===== config.mk =====
export PLATFORM = sky130hd
export DESIGN_NAME = gsdd_ctrl
export DESIGN_NICKNAME = d
export VERILOG_FILES = /design/src/rtl/gsdd_pkg.sv /design/src/rtl/gsdd_ctrl.sv
export SDC_FILE = /design/constraint.sdc
export NUM_CORES = 1
export LEC_CHECK = 0
export ABC_AREA = 1
export BUFFER_PORTS_ARGS = -buffer_cell sky130_fd_sc_hd__buf_2
export CAP_MARGIN = 10
export CORE_AREA = 5 5 42 44
export CTS_CLUSTER_DIAMETER = 120
export DETAILED_ROUTE_END_ITERATION = 10
export DIE_AREA = 0 0 47 49
export GPL_TIMING_DRIVEN = 0
export PLACE_DENSITY = 0.67
export SETUP_SLACK_MARGIN = 0.4
export SLEW_MARGIN = 40
export SYNTH_ARGS = -nofsm -noshare
export SYNTH_HDL_FRONTEND = slang
export SYNTH_SLANG_ARGS = --single-unit

===== constraint.sdc =====
create_clock -name clock -period 1.8 [get_ports clock]
set_clock_uncertainty 0.2 [all_clocks]
set_input_delay 0.18 -clock clock [delete_from_list [all_inputs] [get_ports clock]]
set_output_delay 0.18 -clock clock [all_outputs]
set_load 0.02 [all_outputs]

===== src/rtl/gsdd_pkg.sv =====
`timescale 1ns / 1ps
// shared types and constants of the grid shift density derivative unit
package gsdd_pkg;

   localparam int MAX_CELLS = 4096;
   localparam int IDX_W     = $clog2(MAX_CELLS);
   localparam int CNT_W     = IDX_W + 1;
   localparam int MASS_W    = 32;
   localparam int DER_W     = 48;
   localparam int KIND_W    = 2;
   localparam int CSR_IDX_W = 2;
   localparam int CSR_DAT_W = 32;

   localparam logic [CNT_W-1:0] CELLS_RESET = CNT_W'(MAX_CELLS);
   localparam logic [31:0]      INV_WIDTH_RESET = 32'd65536;

   localparam logic [KIND_W-1:0] KIND_LOAD    = 2'd0;
   localparam logic [KIND_W-1:0] KIND_CHANNEL = 2'd1;
   localparam logic [KIND_W-1:0] KIND_READ    = 2'd2;

   localparam logic [CSR_IDX_W-1:0] CSR_CELLS_IN_USE = 2'd0;
   localparam logic [CSR_IDX_W-1:0] CSR_INV_WIDTH    = 2'd1;

   typedef enum logic [4:0] {
      ST_CLEAR, ST_IDLE, ST_LOAD, ST_READ, ST_MUL, ST_REM_START, ST_REM_WAIT,
      ST_INIT, ST_C0, ST_C1, ST_C2, ST_C3, ST_C4, ST_C5, ST_DONE
   } state_type;

   typedef enum logic [3:0] {
      DP_NONE, DP_CLEAR, DP_LOAD, DP_READ, DP_MUL, DP_REM_START, DP_INIT,
      DP_C0, DP_C1, DP_C2, DP_C3, DP_C4, DP_C5, DP_RESULT
   } dp_op_type;

   typedef struct packed {
      dp_op_type op;
   } cmd_type;

   typedef struct packed {
      logic clear_last;
      logic rem_busy;
      logic last_cell;
      logic rsp_free;
   } status_type;

endpackage


===== src/rtl/gsdd_ctrl.sv =====
`timescale 1ns / 1ps
// controller: sequences clearing, loads, reads and the channel sweep
module gsdd_ctrl import gsdd_pkg::*; (
   input  logic              clock,
   input  logic              reset,
   input  logic              req_valid,
   input  logic [KIND_W-1:0] req_kind,
   output logic              req_ready,
   input  status_type        status,
   output cmd_type           cmd
);
   state_type state_ff, state_in;

   always_ff @(posedge clock) begin
      if (reset) state_ff <= ST_CLEAR;
      else       state_ff <= state_in;
   end

   always_comb begin
      state_in  = state_ff;
      cmd.op    = DP_NONE;
      req_ready = 1'b0;
      unique case (state_ff)
         ST_CLEAR: begin
            cmd.op = DP_CLEAR;
            if (status.clear_last) state_in = ST_IDLE;
         end
         ST_IDLE: begin
            req_ready = 1'b1;
            if (req_valid) begin
               unique case (req_kind)
                  KIND_LOAD:    state_in = ST_LOAD;
                  KIND_CHANNEL: state_in = ST_MUL;
                  KIND_READ:    state_in = ST_READ;
                  default:      state_in = ST_DONE;
               endcase
            end
         end
         ST_LOAD: begin
            cmd.op   = DP_LOAD;
            state_in = ST_DONE;
         end
         ST_READ: begin
            cmd.op   = DP_READ;
            state_in = ST_DONE;
         end
         ST_MUL: begin
            cmd.op   = DP_MUL;
            state_in = ST_REM_START;
         end
         ST_REM_START: begin
            cmd.op   = DP_REM_START;
            state_in = ST_REM_WAIT;
         end
         ST_REM_WAIT: begin
            if (!status.rem_busy) state_in = ST_INIT;
         end
         ST_INIT: begin
            cmd.op   = DP_INIT;
            state_in = ST_C0;
         end
         ST_C0: begin cmd.op = DP_C0; state_in = ST_C1; end
         ST_C1: begin cmd.op = DP_C1; state_in = ST_C2; end
         ST_C2: begin cmd.op = DP_C2; state_in = ST_C3; end
         ST_C3: begin cmd.op = DP_C3; state_in = ST_C4; end
         ST_C4: begin cmd.op = DP_C4; state_in = ST_C5; end
         ST_C5: begin
            cmd.op   = DP_C5;
            state_in = status.last_cell ? ST_DONE : ST_C0;
         end
         ST_DONE: begin
            if (status.rsp_free) begin
               cmd.op   = DP_RESULT;
               state_in = ST_IDLE;
            end
         end
         default: state_in = ST_IDLE;
      endcase
   end
endmodule


==> results of run 1 <==
==> layer usage <==
layer  wire [µm]  vias to the layer above  global-route usage [%]
li1            -                      385                       -
met1         721                      359                    20.4
met2        1050                       35                    29.9
met3         116                       10                    3.32
met4          78                        0                    6.91
met5           0                        -                       0
==> repair_timing <==
item,CTS,global route
gates resized for setup,35,19
hold endpoints to repair,3,0
endpoints found under the setup margin,9,9
buffers inserted,14,4
pin swaps,10,11
hold buffers,1,0
==> cells by family after synthesis <==
logic type             after synthesis
AOI/OAI and AO/OA                   12
and+or+nand+nor                     66
DFF                                  4
buffers and inverters               17
==> through the flow <==
step	util [%]	cell area (µm²)	power, mW	hold slack [ps]
2_1_floorplan	-	518	0.821	41.7
3_3_place_gp	43.0	603	1.03	175
3_5_place_dp	43.0	603	1.03	175
4_1_cts	59.6	835	1.50	108
5_1_grt	66.8	936	1.86	180
6_report	66.8	936	1.72	170
==> Yosys cell counts <==
library cell  instances  area share, %
o21bai_1              1            1.5
dfxtp_1               4             16
nor2_2                2            2.5
nor2_4                1            2.2
nand2_1              28             21
nand4_1               2            2.5
nand3_1              10            9.9
inv_2                 3            2.2
a21oi_1               5            5.0
o211ai_1              2            3.0
nand2_2               3            3.7
nor2_1               19             14
inv_1                14             10
o21ai_0               3            3.0
o21ai_2               1            1.7
nand3b_1              1            1.5
==> path summary, 6_finish.rpt <==
kind	start	end	slack [ps]	cells past startpoint
min reg2reg	state_ff[0]	state_ff[0]	390	2
max	state_ff[1]	cmd[3]	160	7
max reg2reg	state_ff[1]	state_ff[3]	160	10
min	status[0]	state_ff[3]	170	4
==> power groups by stage <==
stage	clock, mW	combinational [mW]	sequential, mW
detailed placement	0	0.831	0.201
finish	0.105	1.36	0.252
CTS	0.112	1.15	0.241
global placement	0	0.828	0.200
floorplan	0	0.631	0.190
global route	0.122	1.48	0.257
==> worst min-delay path, stage by stage <==
cell and delay (ps):
buf_2 100, inv_1 40, nand3_1 150, a21oi_2 80
==> final cells by class <==
class	instances	area share, %
Multi-Input combinational cell	78	51.7
Clock buffer	3	2.41
Tap cell	16	2.14
Timing Repair Buffer	32	26.2
Sequential cell	4	10.2
Inverter	17	7.35
==> flow_summary_export.csv, run 1 <==
group,metric,value,unit
clock_tree,clkSinkCount,4,
die,core_area,1400,µm²
critical_path,critPathTopFamily,"simple AND/OR/NAND/NOR gates",
logic_synthesis,synth_seq_cells,4,
cells_and_area,fin_nets,145,
pwr,power_frac_seq,14.7,%
flow_run,cap_violations,0,
logic_synthesis,synth_top_family_by_area,"simple AND/OR/NAND/NOR gates",
critical_path,crit_slowest_cell,"dfxtp_4",
pwr,switching_share,51.6,%
critical_path,critical_path_class,"register to output pin",
cells_and_area,register_area,95.1,µm²
logic_synthesis,seq_area_frac_synth,15.9,%
critical_path,crit_buf_inv,3,
timing,fin_tns_setup,0,ps
logic_synthesis,synth_adder_area_share,0,%
drt,wl,1.97,mm
critical_path,cp_cell_sequence,"buf_6, nor2_4, nand2_2, nand2_2, inv_2, nand4_1, buf_4",
cells_and_area,top_regs,"state_ff: 4 flops",
die,die_w,47,µm
timing,drv_slew,0,
drt,vias_per_cell,5.26,
cells_and_area,fillers,119,
cells_and_area,largest_register_ff_count,4,
logic_synthesis,syn-num-nets,108,
timing,worstMarginPinSlew,202,ps
placement,placedCellCount,128,
clock_tree,htreeDepth,1,
critical_path,critPathMaxFanout,5,
clock_tree,clk_latency,230,ps
drt,num_vias,789,
global_route,grt_pass1_wl,2.99,mm
outcome,status,"finished clean",
placement,dp_hpwl,1.14,mm
logic_synthesis,syn_area_per_cell,5.09,µm²
clock_tree,clk_pin_slew,40,ps
placement,place.gp.congestion,0.849,
global_route,grt.overflow.total,0,
global_route,antenna_found_initial,0,
critical_path,slowest_delay,360,ps
timing,hold_viol_final,0,
logic_synthesis,syn_inst,99,
critical_path,cp-start-kind,"register",
pwr,power.share.combinational,79.3,%
die,start_util,36.0,%
cells_and_area,layout_commonest_cell,"nand2_1",
placement,port_buffers,13,
min_path,hold_path.class,"input port to register",
clock_tree,cts_tree,"yes",
cells_and_area,drive_above_1_share,56.7,%
clock_tree,clockBufferDepth,2,
cells_and_area,multi_input_area,484,µm²
critical_path,cpMostUsedCell,"nand2_2",
timing,fin_ws,157,ps
global_route,grt_util_all_layers,17.5,%
logic_synthesis,synth-simple-area-share,57.3,%
drt,drc_errors,0,
logic_synthesis,yosys_warnings,0,
drt,ant_nets,0,
logic_synthesis,synth_cell_types,16,
logic_synthesis,synth-xor-area-share,0,%
cells_and_area,top_register,"state_ff",
global_route,grt_max_degree,7,
critical_path,crit_arrival,1260,ps
cells_and_area,area_growth,85.6,%
pwr,ir_drop,1.05,mV
logic_synthesis,syn_area,504,µm²
critical_path,critical_path.endpoint_type,"output pin",
clock_tree,clockRootBuffer,"clkbuf_4",
die,dieArea,2300,µm²
die,rows,14,
die,io_pins,14,
cells_and_area,mostFrequentLayoutCells,"nand2_1 (22), buf_4 (17), nor2_1 (13)",
timing,fin_crit,1640,ps
timing,relSlewSlack,86.5,%
pwr,leakage,0.511,nW
timing,finalCritPeriodShare,91.3,%
drt,drtIter0Drc,16,
clock_tree,cts_buffers,3,
timing,final-setup-viol-count,0,
die,die_height,49,µm
logic_synthesis,synth-compound-area-share,14.1,%
pwr,pwr_density_cell,1840,nW/µm²
critical_path,worstPathRequired,1420,ps
drt,firstDrtPassIters,4,
timing,rsz0062_at_grt,"yes",
drt,wl_per_cell,13.1,µm
placement,post-place-ws,201,ps
pwr,p_sw,0.888,mW
pwr,power.internal,0.832,mW
cells_and_area,antenna_cells,0,
pwr,clock_power_share,6.1,%
logic_synthesis,synth_mux_area_share,0,%
global_route,first_global_vias,717,
cells_and_area,stdcell_count,150,
timing,fmax,609,MHz
(Power assumes the default switching activity.)
==> run 2, diff against run 1 <==
- ABC_AREA: 1 -> unset
- CORE_AREA: 5 5 42 44 -> 2 2 39 41
- DIE_AREA: 0 0 47 49 -> 0 0 41 43
- PLACE_DENSITY: 0.67 -> 0.68
- TNS_END_PERCENT: unset -> 30
==> run 2 against run 1 <==
Effect of this change: the flow now finishes with violations (setup timing); register-to-register slack lost 110 ps; clock power increased by 8%; count of clock-buffer cells in the layout did not move; non-clock buffer count is 1 lower; first-iteration DRC count up 6.3%; sequential share of layout area fell by 1.1 points; hold slack worse by 55 ps; die area down 23%; fmax is 13% lower; synthesized cell count decreased by 30%; wire length decreased by 21%; combinational power up 21%.
==> flow_summary_export.csv, run 2 <==
group,metric,value,unit
die,io_pins,14,
logic_synthesis,async_reset_ff_share,0,%
critical_path,critical_path_class,"register to output pin",
cells_and_area,mostFrequentLayoutCells,"buf_2 (10), buf_6 (9), buf_4 (6)",
logic_synthesis,synth_adder_area_share,0,%
die,die_w,41,µm
timing,finalCritPeriodShare,105,%
pwr,total_power,1.91,mW
die,start_util,37.1,%
cells_and_area,drive_above_1_share,57.9,%
timing,rsz0062_at_grt,"yes",
cells_and_area,stdcell_count,111,
timing,fmax,530,MHz
placement,placedCellCount,98,
critical_path,worstRegToRegCells,7,
cells_and_area,top_regs,"state_ff: 4 flops",
critical_path,cp-start-kind,"register",
clock_tree,clk_latency,240,ps
critical_path,crit_buf_inv,3,
logic_synthesis,syn-num-nets,78,
cells_and_area,antenna_cells,0,
timing,fin_tns_setup,-88.5,ps
logic_synthesis,synth-simple-area-share,42.0,%
timing,fin_crit,1890,ps
cells_and_area,largest_register_ff_count,4,
critical_path,cp_cell_sequence,"buf_6, buf_8, nor2b_4, a32o_1, o21ai_2, o31ai_4, buf_6",
flow_run,cap_violations,0,
placement,place_area,701,µm²
cells_and_area,fin_util,65.0,%
cells_and_area,fillers,115,
clock_tree,clk_pin_slew,40,ps
logic_synthesis,syn_area_per_cell,7.43,µm²
placement,port_buffers,13,
min_path,hold_path.class,"input port to register",
placement,dp_hpwl,985,µm
die,dieArea,1760,µm²
cells_and_area,area_growth,75.4,%
die,rows,14,
global_route,grt_max_degree,11,
critical_path,reg2reg_from,"state_ff[1]",
critical_path,crit_arrival,1510,ps
critical_path,crit_slowest_cell,"dfxtp_2",
timing,hold_viol_final,0,
logic_synthesis,synth-compound-area-share,31.7,%
logic_synthesis,yosys_warnings,0,
cells_and_area,top_register,"state_ff",
timing,fin_ws,-88.5,ps
global_route,antenna_found_initial,0,
global_route,grt_pass1_wl,2.47,mm
critical_path,slowest_delay,320,ps
timing,whs,115,ps
logic_synthesis,synth_seq_cells,4,
placement,place.gp.congestion,0.806,
outcome,violations,"setup timing",
logic_synthesis,ys.flop_type,"dfxtp_1",
logic_synthesis,post-synth-top-area-fraction,15.6,%
placement,post-place-ws,-26.2,ps
clock_tree,clockBufferDepth,2,
critical_path,cpMostUsedCell,"buf_6",
cells_and_area,fin_nets,106,
min_path,hp-start,"status[0]",
clock_tree,cts_buffers,3,
pwr,ir_drop,1.08,mV
critical_path,worstPathRequired,1420,ps
logic_synthesis,synth_mux_area_share,0,%
global_route,grt.overflow.total,0,
logic_synthesis,syn_inst,69,
logic_synthesis,post-synth-top-area-cell,"dfxtp_1",
critical_path,critical_path.endpoint_type,"output pin",
cells_and_area,multi_input_area,504,µm²
cells_and_area,layout_commonest_cell,"buf_2",
drt,firstDrtPassIters,4,
clock_tree,clkSinkCount,4,
global_route,grt_util_all_layers,20.2,%
logic_synthesis,yosys-top-cells-count,"nand2_1 (5), o21ai_0 (5)",
critical_path,critPathTopFamily,"compound AO/OA/AOI/OAI gates",
global_route,first_global_vias,558,
logic_synthesis,synth_area_leaders,"dfxtp_1 (16%), nand4b_1 (5.1%), nor2b_1 (4.9%)",
timing,final-setup-viol-count,1,
logic_synthesis,synth_edf_count,0,
drt,wl,1.57,mm
drt,ant_nets,0,
timing,relSlewSlack,83.9,%
drt,drc_errors,0,
cells_and_area,register_area,81.3,µm²
pwr,leakage,0.347,nW
timing,drv_slew,0,
clock_tree,cts_tree,"yes",
drt,num_vias,646,
timing,worstMarginPinSlew,239,ps
min_path,whs_endpoint,"state_ff[3]",
critical_path,r2r_end,"state_ff[2]",
drt,vias_per_cell,5.82,
logic_synthesis,synth_cell_types,36,
clock_tree,clockRootBuffer,"clkbuf_4",
outcome,status,"finished, violations left",
drt,drtIter0Drc,17,
critical_path,critPathMaxFanout,5,
drt,wl_per_cell,14.1,µm
cells_and_area,final_area,900,µm²
logic_synthesis,syn_area,513,µm²
min_path,min_path_cells,4,
clock_tree,htreeDepth,1,
die,die_height,43,µm
die,core_area,1380,µm²
logic_synthesis,seq_area_frac_synth,15.6,%
logic_synthesis,synth-xor-area-share,1.71,%
pwr,pwr_density_cell,2130,nW/µm²
critical_path,r2r_slack,50,ps
logic_synthesis,synth_top_family_by_area,"simple AND/OR/NAND/NOR gates",
==> run 2: final cells by class <==
cell class | instances | area share (%)
inverter | 1 | 0.417
multi-input combinational | 56 | 56.1
buffer | 8 | 10.7
tap | 16 | 2.23
clock buffer | 3 | 2.50
timing repair buffer | 23 | 19.1
sequential | 4 | 9.04
==> run 2: worst max path at each step <==
stage,from,cells after the start,slack [ps],endpoint
3_5_place_dp,state_ff[3],7,-30,cmd[2]
4_1_cts,state_ff[1],7,-90,cmd[2]
2_1_floorplan,state_ff[2],5,200,state_ff[0]
6_report,state_ff[1],7,-90,cmd[2]
3_3_place_gp,state_ff[3],7,-5,cmd[2]
5_1_grt,state_ff[1],7,-160,cmd[2]
==> run 2: cells by family (layout without fill, tap and decap cells) <==
| logic type | Yosys count | in the layout |
|---|---|---|
| flip-flops | 4 | 4 |
| AND/OR/NAND/NOR | 32 | 32 |
| AO/OA/AOI/OAI | 23 | 23 |
| buffers and inverters | 9 | 35 |
| XOR/XNOR | 1 | 1 |
==> run 2: worst min-delay path, delay by kind of cell <==
kind,cells,cell delay [ps]
buffers and inverters,1,140
and+or+nand+nor,2,130
AOI/OAI and AO/OA,1,50
==> run 2: what timing repair did <==
item | 4_1_cts | 5_1_grt
hold buffers | 2 | 0
pin swaps | 13 | 5
endpoints found under the hold margin | 1 | 0
setup endpoints to repair | 9 | 9
gates resized for setup | 15 | 13
setup buffers | 4 | 4
==> run 2: where the power goes <==
| group | leakage [nW] | switching (mW) | total, mW | internal, mW |
|---|---|---|---|---|
| clock | 0.0138 | 0.0387 | 0.113 | 0.0747 |
| combinational | 0.300 | 0.829 | 1.64 | 0.815 |
| sequential | 0.0334 | 0.0217 | 0.158 | 0.136 |
| total | 0.347 | 0.890 | 1.91 | 1.03 |
==> run 2: layer usage <==
layer	vias up	wire (µm)	GRT usage, %
li1	317	-	-
met1	308	685	28.8
met2	19	816	30.6
met3	2	44	1.57
met4	0	19	6.67
met5	-	0	0
==> run 3, diff against run 2 <==
- PLACE_DENSITY: 0.68 -> 0.7
- clock period: 1.8 -> 1.6 ns (I/O delays scaled with it)
==> run 3 against run 2 <==
Effect of this change: the run still ends with setup timing left; cell count decreased by 2.7%; wire length decreased by 1.3%; hold slack got worse by 63 ps; global-route usage increased by 1.1 points; clock power increased by 12%; combinational power increased by 9%; first-iteration DRC count decreased by 76%; die area unchanged; worst setup slack got worse by 200 ps; critical path type unchanged; largest power group unchanged.
==> flow_summary_export.csv, run 3 (synthesis gave the netlist of run 2 again) <==
group,metric,value,unit
outcome,status,"finished, violations left",
outcome,violations,"setup timing",
drt,vias_per_cell,5.72,
timing,worstMarginPinSlew,264,ps
die,die_height,43,µm
placement,port_buffers,13,
global_route,grt.overflow.total,0,
critical_path,cp-start-kind,"register",
cells_and_area,fin_util,63.2,%
timing,fin_crit,1880,ps
cells_and_area,area_growth,70.5,%
cells_and_area,top_regs,"state_ff: 4 flops",
cells_and_area,largest_register_ff_count,4,
drt,wl_per_cell,14.3,µm
pwr,ir_drop,1.38,mV
critical_path,r2r_slack,-230,ps
global_route,first_global_vias,593,
cells_and_area,final_area,875,µm²
die,dieArea,1760,µm²
cells_and_area,multi_input_area,500,µm²
global_route,grt_util_all_layers,21.3,%
drt,drtIter0Drc,4,
clock_tree,clockRootBuffer,"clkbuf_4",
timing,hold_viol_final,0,
timing,fin_ws,-284,ps
flow_run,cap_violations,0,
drt,firstDrtPassIters,4,
timing,drv_slew,0,
timing,fin_tns_setup,-1160,ps
global_route,grt_max_degree,11,
critical_path,cp-endpoint,"cmd[2]",
clock_tree,cts_buffers,3,
placement,place.gp.congestion,0.794,
cells_and_area,top_register,"state_ff",
die,io_pins,14,
critical_path,critical_path_class,"register to output pin",
timing,final-setup-viol-count,9,
critical_path,worstRegToRegCells,7,
die,start_util,37.1,%
clock_tree,clk_pin_slew,40,ps
drt,wl,1.54,mm
cells_and_area,fillers,117,
global_route,grt_pass1_wl,2.59,mm
die,core_area,1380,µm²
cells_and_area,fin_nets,103,
drt,ant_nets,0,
placement,place_area,707,µm²
critical_path,worstPathRequired,1240,ps
min_path,hold_path.class,"input port to register",
cells_and_area,mostFrequentLayoutCells,"buf_6 (8), buf_4 (8), buf_2 (8)",
clock_tree,cts_tree,"yes",
cells_and_area,antenna_cells,0,
cells_and_area,register_area,81.3,µm²
clock_tree,clkSinkCount,4,
clock_tree,htreeDepth,1,
pwr,total_power,2.09,mW
critical_path,cp_cell_sequence,"buf_6, buf_8, nor2b_4, a32o_2, o21ai_2, o31ai_4, buf_6",
die,die_w,41,µm
placement,dp_hpwl,967,µm
critical_path,critical_path.endpoint_type,"output pin",
timing,fmax,531,MHz
critical_path,startpoint,"state_ff[1]",
drt,drc_errors,0,
critical_path,reg2reg_from,"state_ff[1]",
placement,post-place-ws,-180,ps
die,rows,14,
timing,relSlewSlack,82.1,%
critical_path,critPathMaxFanout,4,
critical_path,slowest_delay,310,ps
timing,finalCritPeriodShare,118,%
timing,rsz0062_at_grt,"yes",
critical_path,crit_arrival,1520,ps
critical_path,crit_slowest_cell,"dfxtp_2",
cells_and_area,drive_above_1_share,58.7,%
critical_path,r2r_end,"state_ff[1]",
critical_path,cpMostUsedCell,"buf_6",
global_route,antenna_found_initial,0,
clock_tree,clk_latency,240,ps
pwr,leakage,0.334,nW
clock_tree,clockBufferDepth,2,
pwr,pwr_density_cell,2390,nW/µm²
drt,num_vias,618,
## run 3: cell types whose count changed in the layout (fill, tap and decap cells not counted), sizes merged
cell / before / now
dlygate4sd3: 2 / 1
buf: 27 / 26
clkbuf: 5 / 4
## run 3: timing repair
item                                    4_1_cts  5_1_grt
hold buffers                                  1        0
cloned                                        0        0
buffers inserted                              5        1
endpoints found under the hold margin         2        0
gates resized for setup                      20       10
pin swaps                                     4        4
endpoints found under the setup margin        9        9
## run 3: power by group
group	leakage, nW	switching, mW	internal (mW)
registers	0.0334	0.0232	0.153
logic	0.287	0.904	0.887
clock network	0.0138	0.0419	0.0839
total	0.334	0.969	1.12
## run 3: area by class of cell
type	count	share of cell area [%]
multi-input combinational	56	57.2
timing repair buffer	20	16.9
buffer	8	11.0
sequential	4	9.30
clock buffer	3	2.58
tap	16	2.29
inverter	1	0.715
## run 3: worst max-delay path: cells and delay by family (launching register included)
family	cells	cell delay [ps]
AO/OA/AOI/OAI	3	500
AND/OR/NAND/NOR	1	120
flip-flops	1	310
buffers and inverters	3	360
## run 3: how the worst min path moves through the flow
stage	startpoint	endpoint	slack [ps]	cells past startpoint
after floorplan	reset	state_ff[2]	30	1
after global placement	reset	state_ff[0]	220	2
after detailed placement	reset	state_ff[0]	220	2
after CTS	reset	state_ff[1]	40	3
after global routing	reset	state_ff[1]	60	3
final	reset	state_ff[1]	50	3
## run 3: per-layer routing
layer	vias to the layer above	track usage, %	part of all wire (%)
li1	309	-	-
met4	0	8.67	1.9
met1	287	26.6	45
met3	4	6.28	4.0
met5	-	0	0
met2	18	32.5	49
## run 3: stage by stage
step | hold slack [ps] | cells
2_1_floorplan | 29.1 | 69
3_3_place_gp | 224 | 98
3_5_place_dp | 217 | 98
4_1_cts | 43.2 | 107
5_1_grt | 60.3 | 108
6_report | 51.5 | 108
